## src/rtl/core/lipp_pkg.sv

```systemverilog
`timescale 1ns / 1ps
`default_nettype none
// ----------------------------------------------------------------------------
// lipp_pkg: shared types and per-channel helpers of the inverse pixel predictor
// Holds the predictor mode codes, pixel geometry and the byte-wise arithmetic
// used to form a prediction from the neighbouring ARGB pixels.
// ----------------------------------------------------------------------------
package lipp_pkg;

  localparam int PIX_W  = 32;
  localparam int CH_W   = 8;
  localparam int NUM_CH = PIX_W / CH_W;

  localparam logic [PIX_W-1:0] BLACK_ARGB = 32'hFF00_0000;

  typedef logic [PIX_W-1:0] pix_t;
  typedef logic [CH_W-1:0]  ch_t;

  // predictor rule codes; the two unused codes predict opaque black
  typedef enum logic [3:0] {
    PRED_BLACK      = 4'd0,
    PRED_L          = 4'd1,
    PRED_T          = 4'd2,
    PRED_TR         = 4'd3,
    PRED_TL         = 4'd4,
    PRED_AVG_LTR_T  = 4'd5,
    PRED_AVG_L_TL   = 4'd6,
    PRED_AVG_L_T    = 4'd7,
    PRED_AVG_TL_T   = 4'd8,
    PRED_AVG_T_TR   = 4'd9,
    PRED_AVG_4      = 4'd10,
    PRED_SELECT     = 4'd11,
    PRED_CLAMP_FULL = 4'd12,
    PRED_CLAMP_HALF = 4'd13
  } mode_t;

  // floor average of two channel values
  function automatic ch_t avg_ch(input ch_t a, input ch_t b);
    logic [CH_W:0] s;
    s = {1'b0, a} + {1'b0, b};
    return s[CH_W:1];
  endfunction

  // floor average channel by channel
  function automatic pix_t avg_px(input pix_t a, input pix_t b);
    pix_t r;
    for (int i = 0; i < NUM_CH; i++) begin
      r[i*CH_W +: CH_W] = avg_ch(a[i*CH_W +: CH_W], b[i*CH_W +: CH_W]);
    end
    return r;
  endfunction

  // absolute difference of two channel values
  function automatic ch_t absdiff_ch(input ch_t a, input ch_t b);
    ch_t r;
    r = (a > b) ? (a - b) : (b - a);
    return r;
  endfunction

  // saturate a 10-bit signed value to 0..255
  function automatic ch_t sat_ch(input logic signed [CH_W+1:0] v);
    ch_t r;
    if (v[CH_W+1]) begin
      r = '0;
    end else if (v[CH_W]) begin
      r = '1;
    end else begin
      r = v[CH_W-1:0];
    end
    return r;
  endfunction

  // clamp(l + t - tl)
  function automatic ch_t clamp_full_ch(input ch_t l, input ch_t t, input ch_t tl);
    logic signed [CH_W+1:0] v;
    v = signed'({2'b00, l}) + signed'({2'b00, t}) - signed'({2'b00, tl});
    return sat_ch(v);
  endfunction

  // clamp(a + (a - tl) / 2), halving truncates toward zero
  function automatic ch_t clamp_half_ch(input ch_t a, input ch_t tl);
    logic signed [CH_W+1:0] d;
    logic signed [CH_W+1:0] half;
    logic signed [CH_W+1:0] v;
    d    = signed'({2'b00, a}) - signed'({2'b00, tl});
    half = (d + signed'({{(CH_W+1){1'b0}}, d[CH_W+1]})) >>> 1;
    v    = signed'({2'b00, a}) + half;
    return sat_ch(v);
  endfunction

endpackage

`default_nettype wire

```

## src/rtl/core/lipp_predict.sv

```systemverilog
`timescale 1ns / 1ps
`default_nettype none
// ----------------------------------------------------------------------------
// lipp_predict: prediction and residual add for one pixel
// Forms the prediction selected by the mode from the left, top-left, top and
// top-right neighbours, then adds the residual per channel modulo 256.
// ----------------------------------------------------------------------------
module lipp_predict (
  input  wire logic [3:0]          mode,
  input  wire lipp_pkg::pix_t      residual,
  input  wire lipp_pkg::pix_t      left,
  input  wire lipp_pkg::pix_t      top_left,
  input  wire lipp_pkg::pix_t      top,
  input  wire lipp_pkg::pix_t      top_right,
  output lipp_pkg::pix_t           pixel
);

  lipp_pkg::pix_t pred;
  lipp_pkg::pix_t avg_l_tr;
  lipp_pkg::pix_t avg_l_tl;
  lipp_pkg::pix_t avg_t_tr;
  lipp_pkg::pix_t avg_l_t;
  lipp_pkg::pix_t clamp_full;
  lipp_pkg::pix_t clamp_half;
  logic [lipp_pkg::CH_W+1:0] grad_l;
  logic [lipp_pkg::CH_W+1:0] grad_t;

  // averages; all but avg_l_tr feed more than one rule
  assign avg_l_tr = lipp_pkg::avg_px(left, top_right);
  assign avg_l_tl = lipp_pkg::avg_px(left, top_left);
  assign avg_t_tr = lipp_pkg::avg_px(top, top_right);
  assign avg_l_t  = lipp_pkg::avg_px(left, top);

  // gradient sums for the select rule and the clamped gradients
  always_comb begin
    grad_l = '0;
    grad_t = '0;
    for (int i = 0; i < lipp_pkg::NUM_CH; i++) begin
      grad_l = grad_l + {2'b00, lipp_pkg::absdiff_ch(top[i*lipp_pkg::CH_W +: lipp_pkg::CH_W],
                                                     top_left[i*lipp_pkg::CH_W +: lipp_pkg::CH_W])};
      grad_t = grad_t + {2'b00, lipp_pkg::absdiff_ch(left[i*lipp_pkg::CH_W +: lipp_pkg::CH_W],
                                                     top_left[i*lipp_pkg::CH_W +: lipp_pkg::CH_W])};
      clamp_full[i*lipp_pkg::CH_W +: lipp_pkg::CH_W] =
        lipp_pkg::clamp_full_ch(left[i*lipp_pkg::CH_W +: lipp_pkg::CH_W],
                                top[i*lipp_pkg::CH_W +: lipp_pkg::CH_W],
                                top_left[i*lipp_pkg::CH_W +: lipp_pkg::CH_W]);
      clamp_half[i*lipp_pkg::CH_W +: lipp_pkg::CH_W] =
        lipp_pkg::clamp_half_ch(avg_l_t[i*lipp_pkg::CH_W +: lipp_pkg::CH_W],
                                top_left[i*lipp_pkg::CH_W +: lipp_pkg::CH_W]);
    end
  end

  // rule selection
  always_comb begin
    case (lipp_pkg::mode_t'(mode))
      lipp_pkg::PRED_L:          pred = left;
      lipp_pkg::PRED_T:          pred = top;
      lipp_pkg::PRED_TR:         pred = top_right;
      lipp_pkg::PRED_TL:         pred = top_left;
      lipp_pkg::PRED_AVG_LTR_T:  pred = lipp_pkg::avg_px(avg_l_tr, top);
      lipp_pkg::PRED_AVG_L_TL:   pred = avg_l_tl;
      lipp_pkg::PRED_AVG_L_T:    pred = avg_l_t;
      lipp_pkg::PRED_AVG_TL_T:   pred = lipp_pkg::avg_px(top_left, top);
      lipp_pkg::PRED_AVG_T_TR:   pred = avg_t_tr;
      lipp_pkg::PRED_AVG_4:      pred = lipp_pkg::avg_px(avg_l_tl, avg_t_tr);
      lipp_pkg::PRED_SELECT:     pred = (grad_l < grad_t) ? left : top;
      lipp_pkg::PRED_CLAMP_FULL: pred = clamp_full;
      lipp_pkg::PRED_CLAMP_HALF: pred = clamp_half;
      default:                   pred = lipp_pkg::BLACK_ARGB;
    endcase
  end

  // residual add, carries cut at channel boundaries
  always_comb begin
    for (int i = 0; i < lipp_pkg::NUM_CH; i++) begin
      pixel[i*lipp_pkg::CH_W +: lipp_pkg::CH_W] = pred[i*lipp_pkg::CH_W +: lipp_pkg::CH_W]
                                                + residual[i*lipp_pkg::CH_W +: lipp_pkg::CH_W];
    end
  end

endmodule

`default_nettype wire

```

## src/rtl/core/lossless_inverse_pixel_predictor.sv

```systemverilog
// data path: each input transaction loads the input register, and the result
//   register loads from it when stage 1 advances
// throughput: one pixel per cycle unless the output stalls; the left neighbour
//   feeds back from the last result through byte averages, adds and compares
// reset: synchronous, active low; clears both stage valids and sets the stored
//   left neighbour to zero
`timescale 1ns / 1ps
`default_nettype none
// ----------------------------------------------------------------------------
// lossless_inverse_pixel_predictor: streaming inverse lossless pixel predictor
// Registers each input transaction, rebuilds the ARGB pixel from its
// neighbours and residual, and holds it in an output register that also
// serves as the next pixel's left neighbour.
// ----------------------------------------------------------------------------
module lossless_inverse_pixel_predictor (
  input  wire logic         clk,
  input  wire logic         rst_n,
  // input stream
  input  wire logic         in_tvalid,
  output logic              in_tready,
  // residual, top_left, top, top_right, left_in (32 bits each, from bit 0 up)
  input  wire logic [159:0] in_tdata,
  // mode [3:0], load_left [4]
  input  wire logic [4:0]   in_tuser,
  input  wire logic         in_tlast,
  // result stream
  output logic              out_tvalid,
  input  wire logic         out_tready,
  // pixel [31:0]
  output logic [31:0]       out_tdata,
  output logic              out_tlast
);

  localparam int W = lipp_pkg::PIX_W;

  logic           s1_valid_r;
  logic [3:0]     s1_mode_r;
  lipp_pkg::pix_t s1_residual_r;
  lipp_pkg::pix_t s1_top_left_r;
  lipp_pkg::pix_t s1_top_r;
  lipp_pkg::pix_t s1_top_right_r;
  logic           s1_load_left_r;
  lipp_pkg::pix_t s1_left_in_r;
  logic           s1_last_r;

  logic           out_valid_r;
  logic           out_valid_nxt;
  lipp_pkg::pix_t prev_r;
  logic           out_last_r;

  logic           in_xfer;
  logic           advance;
  lipp_pkg::pix_t left;
  lipp_pkg::pix_t pixel;

  // handshake: stage 1 advances when the output register is free or drains
  assign advance   = s1_valid_r && (!out_valid_r || out_tready);
  assign in_tready = !s1_valid_r || advance;
  assign in_xfer   = in_tvalid && in_tready;

  always_comb begin
    out_valid_nxt = out_valid_r;
    if (advance) begin
      out_valid_nxt = 1'b1;
    end else if (out_tready) begin
      out_valid_nxt = 1'b0;
    end
  end

  // input register
  always_ff @(posedge clk) begin
    if (!rst_n) begin
      s1_valid_r <= 1'b0;
    end else if (in_tready) begin
      s1_valid_r <= in_tvalid;
    end
  end

  always_ff @(posedge clk) begin
    if (in_xfer) begin
      s1_mode_r      <= in_tuser[3:0];
      s1_load_left_r <= in_tuser[4];
      s1_residual_r  <= in_tdata[0*W +: W];
      s1_top_left_r  <= in_tdata[1*W +: W];
      s1_top_r       <= in_tdata[2*W +: W];
      s1_top_right_r <= in_tdata[3*W +: W];
      s1_left_in_r   <= in_tdata[4*W +: W];
      s1_last_r      <= in_tlast;
    end
  end

  // left neighbour select
  assign left = s1_load_left_r ? s1_left_in_r : prev_r;

  lipp_predict u_predict (
    .mode      (s1_mode_r),
    .residual  (s1_residual_r),
    .left      (left),
    .top_left  (s1_top_left_r),
    .top       (s1_top_r),
    .top_right (s1_top_right_r),
    .pixel     (pixel)
  );

  // output register, doubles as the stored previous pixel
  always_ff @(posedge clk) begin
    if (!rst_n) begin
      out_valid_r <= 1'b0;
      prev_r      <= '0;
    end else begin
      out_valid_r <= out_valid_nxt;
      if (advance) begin
        prev_r <= pixel;
      end
    end
  end

  always_ff @(posedge clk) begin
    if (advance) begin
      out_last_r <= s1_last_r;
    end
  end

  assign out_tvalid = out_valid_r;
  assign out_tdata  = prev_r;
  assign out_tlast  = out_last_r;

endmodule

`default_nettype wire

```

## config.mk

```make
export PLATFORM = sky130hd
export DESIGN_NAME = lossless_inverse_pixel_predictor
export DESIGN_NICKNAME = d
export VERILOG_FILES = /design/src/rtl/core/lipp_pkg.sv /design/src/rtl/core/lipp_predict.sv /design/src/rtl/core/lossless_inverse_pixel_predictor.sv
export SDC_FILE = /design/constraint.sdc
export NUM_CORES = 1
export LEC_CHECK = 0
export ABC_AREA = 0
export BUFFER_PORTS_ARGS = -buffer_cell sky130_fd_sc_hd__buf_4
export CAP_MARGIN = 20
export CORE_MARGIN = 1
export CORE_UTILIZATION = 50
export CTS_CLUSTER_SIZE = 14
export DETAILED_ROUTE_END_ITERATION = 16
export PLACE_DENSITY_LB_ADDON = 0.25
export SLEW_MARGIN = 10
export SYNTH_ARGS = -nofsm -noshare
export SYNTH_HDL_FRONTEND = slang
export SYNTH_SLANG_ARGS = --single-unit
```

## constraint.sdc

```tcl
create_clock -name clk -period 15.7 [get_ports clk]
set_clock_uncertainty 0.2 [all_clocks]
set_input_delay 0.785 -clock clk [delete_from_list [all_inputs] [get_ports clk]]
set_output_delay 0.785 -clock clk [all_outputs]
set_load 0.02 [all_outputs]
```

# Word-level counts from Yosys, hierarchy flattened
# Cells that the tools add are included.
totals:
  ff_bits: 201
  latch_bits: 0
  ram_bits: 0
  mem_bits_ro: 0
  input_bits: 170
  out_inout_bits: 35
  word_cells: 144
  mem_count: 0
op_classes:
  n_addsub: 74
  mul: 0
  div_mod_pow: 0
  order_cmp: 9
  eq_ne: 13
  n_shift: 0
  mux: 29
  bitwise: 0
  n_reduce_logical: 7
ops:
  columns: ["op", "count"]
  rows:
  - ["case mux 32 bit (13 select lines)", 1]
  - ["adder 8 x 8 -> 9 bit", 34]
  - ["two-way mux 8 bit", 24]
  - ["subtractor 8 bit", 16]
  - ["> comparator 8 bit", 8]
  - ["two-way mux 32 bit", 2]
  - ["adder 10 x 8 -> 10 bit", 4]
  - ["adder 9 x 2 -> 10 bit", 4]
  - ["adder 9 x 9 -> 10 bit", 4]
  - ["subtractor 10 x 9 -> 10 bit", 4]
  - ["subtractor 8 x 8 -> 9 bit", 4]
  - ["adder 8 bit", 4]
  - ["== test 4 bit, second input constant", 6]
  - ["== test 4 x 3 -> 1 bit, second input constant", 4]
  - ["< comparator 10 bit", 1]
  - ["== test 4 x 2 -> 1 bit, second input constant", 2]
  - ["== test 4 x 1 -> 1 bit, second input constant", 1]
  - ["logical AND 1 bit", 2]
  - ["logical NOT 1 bit", 2]
  - ["logical OR 1 bit", 2]
  - ["two-way mux 1 bit", 2]
  - ["nonzero test 2 bit", 1]

# Logic depth before layout (Yosys ltp)
logic_depth:
  word_depth: 10
  depth_mapped: 50
  mapped_depth_nobuf: 44

# Modules after synthesis
# Synthesis repeated with hierarchy kept, for this count alone.
hier_totals:
  hier_cells: 3440
  area_unflattened_um2: 29768.6
modules_own_cells:
  columns: ["mod", "instances", "cells_per_inst", "area_each_um2", "seq_area_each_um2"]
  rows:
  - ["lipp_predict", 1, 3089, 22969.5, 0.0]
  - ["lossless_inverse_pixel_predictor", 1, 351, 6799.0, 5695.5]

# Worst setup path after synthesis
# No wires, ideal clock.
synth_timing:
  kind: "register to register"
  start: "register s1_load_left_r"
  end: "register prev_r[31], in the netlist out_tdata[31]"
  setup_ns: 0.079
  arrival_time_ns: 10.025
  required_time_ns: 15.421
  setup_slack_ns: 5.396
  path_stages_with_launch: 45
  path_buffers: 7
  synth_period_minus_slack_ns: 10.304
  path_cell_list: "edfxtp_1 -> clkbuf_1 -> clkbuf_1 -> buf_2 -> buf_2 -> mux2i_1 -> inv_1 -> fa_1 -> a21o_1 -> a21oi_1 -> o221ai_2 -> nand2_1 -> mux2_2 -> or4b_1 -> and3_1 -> xnor2_1 -> ha_1 -> inv_1 -> [... 9 more ...] -> a21boi_0 -> nor2b_1 -> clkbuf_1 -> clkbuf_1 -> clkbuf_1 -> nor2_1 -> a21oi_1 -> o2111ai_1 -> ha_1 -> a21o_1 -> a21oi_1 -> nor2b_1 -> o21a_1 -> o41a_1 -> xor2_1 -> nand2_1 -> or2_2 -> o211ai_1"
synth_between:
  elab_chain_len: 10
  word_cells_on_any_way: 38
  cone_classes: "add/sub (22); order compare (5); mux (11)"
synth_rtl:
  columns: ["item", "line", "rtl"]
  rows:
  - ["start, declared", "lossless_inverse_pixel_predictor.sv:42", "logic s1_load_left_r;"]
  - ["start signal, assigned", "lossless_inverse_pixel_predictor.sv:82", "s1_load_left_r <= in_tuser[4];"]
  - ["two-way mux 32 bit *", "lossless_inverse_pixel_predictor.sv:93", "assign left = s1_load_left_r ? s1_left_in_r : prev_r;"]
  - ["subtractor 8 bit / > comparator 8 bit (equally long branches)", "lipp_pkg.sv:56", "r = (a > b) ? (a - b) : (b - a);"]
  - ["two-way mux 8 bit", "lipp_pkg.sv:56", null]
  - ["adder 8 x 8 -> 9 bit", "lipp_predict.sv:41", "grad_t = grad_t + {2'b00, lipp_pkg::absdiff_ch(left[i*lipp_pkg::CH_W +: lipp_pkg::CH_W],"]
  - ["adder 10 x 8 -> 10 bit (2 in series)", "lipp_predict.sv:41", null]
  - ["< comparator 10 bit", "lipp_predict.sv:66", "lipp_pkg::PRED_SELECT: pred = (grad_l < grad_t) ? left : top;"]
  - ["two-way mux 32 bit", "lipp_predict.sv:66", null]
  - ["case mux 32 bit (13 select lines) *", "lipp_predict.sv:55", "case (lipp_pkg::mode_t'(mode))"]
  - ["adder 8 bit *", "lipp_predict.sv:77", "+ residual[i*lipp_pkg::CH_W +: lipp_pkg::CH_W];"]
  - ["end signal, assigned", "lossless_inverse_pixel_predictor.sv:113", "prev_r <= pixel;"]
  - ["end, declared", "lossless_inverse_pixel_predictor.sv:48", "lipp_pkg::pix_t prev_r;"]
# Mark *: on every way between the ends. The rest lies on a longest branch, timed or not.
# A chain may end at the register's enable or synchronous reset.

# Worst setup path in the final report
layout_timing:
  start: "register s1_load_left_r"
  end: "register prev_r[15], in the netlist out_tdata[15]"
# Same word-level chain as after synthesis.

==> run_results.csv <==
group,metric,value,unit
global_route,grt_pass1_wl,146,mm
placed_design,gp_congestion,1.02,
worst_setup_path,required,16010,ps
route,drt_pass1_iterations,7,
layout,multi_input_area,21500,um^2
layout,seq_area,5700,um^2
sta,setup-violations-final,0,
route,wl_met2,41.9,mm
synth,muxShareOfSynthArea,3.90,%
sta,finalCritPeriodShare,72.4,%
worst_setup_path,crit_type,"reg -> reg",
clock_network,cts_resized,0,
global_route,grt_pass1_vias,25100,
worst_setup_path,path_max_fanout,32,
clock_network,postCtsSetupBuffers,0,
floorplanning,core,56400,um^2
run_status,outcome,"finished clean",
worst_setup_path,path_common_cell,"a21oi_1",
synth,synth_top_family_by_area,"adder cells",
layout,final_cells,4247,
synth,ys_async_sr_fraction,0,%
worst_setup_path,cp_slowest_stage_delay,980,ps
layout,nets,4184,
worst_setup_path,crit_path_start_kind,"flop",
synth,synth_compound_area_share,22.7,%
sta,max_clock_freq,88.0,MHz
clock_network,path_clk_slew,70,ps
synth,synth_flop_cell,"edfxtp_1",
synth,synthXorXnorAreaFrac,9.00,%
sta,worst_pin_slew,1100,ps
synth,ys_seq_area_share,20.0,%
layout,design_area,31700,um^2
worst_setup_path,worstPathArrival,11670,ps
sta,tns,0,ps
synth,yosys.area_share.adder,25.8,%
floorplanning,dieArea,57900,um^2
synth,netlist_instances,3291,
route,drtAntennaViolNets,0,
floorplanning,die-height,241,um
global_route,grt-ovfl-total,0,
placed_design,place_inst,4203,
worst_setup_path,crit_slowest_cell,"mux2i_1",
layout,final_common_cell,"ha_1",
clock_network,root_buffer,"clkbuf_16",
clock_network,postCtsHoldBufs,0,
sta,hold_violations,0,
placed_design,io_buffer_count,204,
route,wirelength,95.7,mm
clock_network,clock_latency,590,ps
synth,syn_area,28500,um^2
worst_setup_path,end_kind,"flop",
floorplanning,ioPinCount,205,
synth,synth_edf_count,167,
min_path,hp-class,"in -> reg",
route,met1_length,41.4,mm
floorplanning,rows,87,
synth,syn-num-nets,4002,
clock_network,cts_made_buffers,24,
run,cap_violations,0,
clock_network,cts_tree,"done",
floorplanning,dieWidth,241,um
layout,nFillCells,5290,
route,drtIter0Drc,2726,
synth,synth_cell_type_count,90,
placed_design,place_hpwl,75.7,mm
global_route,grt_usage,32.9,%
placed_design,dpl_cell_area,30900,um^2
route,dr.max_layer_used,"met4",
sta,final_max_slew_viol_count,0,
clock_network,clock-sinks,201,
synth,ys_ff_latch,201,
route,remaining_drc_errors,0,
global_route,grt_max_degree,71,
sta,period_minus_slack,11360,ps
synth,avgSynthCellArea,8.66,um^2
layout,mostFrequentLayoutCells,"ha_1, inv_1, a21oi_1",
route,route.met3.wl,7.72,mm
layout,drive_gt1_share,10.6,%
floorplanning,initial_core_util,50.5,%
synth,synthSimpleGateAreaFrac,13.8,%
sta,rsz0062_at_grt,"false",
route,wl_per_cell,22.5,um
layout,synthToLayoutAreaGrowth,11.3,%
clock_network,clk_path_buf_depth,3,
clock_network,htreeDepth,1,
sta,relSlewSlack,24.3,%
global_route,antenna_found_initial,3,
route,viasPerCell,6.14,
synth,ys_warn_count,0,
route,via_count,26100,
-- area by class of cell --
type                       instances  area share (%)
clock inverter                    16           0.529
clock buffer                      27            1.93
inverter                         281            3.33
timing repair buffer             236            5.60
tap                              756            2.98
sequential                       201            18.0
antenna                            1         0.00789
multi-input combinational       2729            67.7
-- metal layers --
metal / up-vias / global-route usage, %
met5: - / 0
met2: 1191 / 51.9
met3: 235 / 4.58
met1: 12300 / 44.8
li1: 12400 / -
met4: 0 / 14.1
-- cell families (layout without fill, tap and decap cells) --
| group | count (synthesis) | in the layout |
|---|---|---|
| adders and majority gates | 541 | 541 |
| AOI/OAI and AO/OA | 1002 | 1002 |
| muxes | 106 | 106 |
| buffers and inverters | 361 | 560 |
| DFF | 201 | 201 |
| xor gates and xnor gates | 292 | 292 |
| other | 0 | 1 |
| and+or+nand+nor | 788 | 788 |
-- registers in the layout (all words and copies together) (netlist names) --
register and cells:
out_tdata 32, out_tlast 1, out_tvalid 1, s1_last_r 1
s1_left_in_r 32, s1_load_left_r 1, s1_mode_r 4, s1_residual_r 32
s1_top_left_r 32, s1_top_r 32, s1_top_right_r 32, s1_valid_r 1
-- stage by stage --
step	hold slack, ps	setup slack, ps	util, %
3_5_place_dp	207	4590	54.9
2_1_floorplan	200	5400	-
4_1_cts	137	4480	56.2
6_report	166	4340	56.2
5_1_grt	148	3590	56.2
3_3_place_gp	207	4770	54.8
-- cells in the mapped netlist, types with 37 or more instances --
master	instances	share of area, %
o21ai_0	227	4.0
ha_1	465	20
mux2i_1	68	2.4
a21o_1	90	2.4
a21oi_1	269	4.7
nor2b_1	69	1.5
nor2_1	213	2.8
edfxtp_1	167	18
nor3_1	52	0.91
nand3_1	54	0.95
fa_1	76	5.3
clkbuf_1	61	0.80
xnor2_1	189	5.8
mux2_2	37	1.5
nand2b_1	45	0.99
inv_1	281	3.7
a22oi_1	59	1.6
xor2_1	102	3.1
o21bai_1	43	1.1
o21a_1	45	1.2
nand2_1	194	2.6
-- path summary, 6_finish.rpt --
| path | startpoint | to | slack (ps) | cells after the start |
|---|---|---|---|---|
| hold reg to reg | s1_last_r | out_tlast | 220 | 0 |
| setup / recovery | s1_load_left_r | out_tdata[15] | 4340 | 40 |
| setup reg to reg | s1_load_left_r | out_tdata[15] | 4340 | 40 |
| hold / removal | in_tdata[144] | s1_left_in_r[16] | 170 | 1 |
-- worst max-delay path, delay by kind of cell, from the launching register on --
family          cells  cell delay (ps)
mux                 2             1310
compound gates     14             3310
simple gates        9             2020
flops               1              320
xor+xnor            4              710
fa+ha+maj           6             2060
buf+inv             5             1340
Power is left out: the tool's default activity adds up to more than one toggle a clock period on the data nets, which glitch-free logic cannot reach.
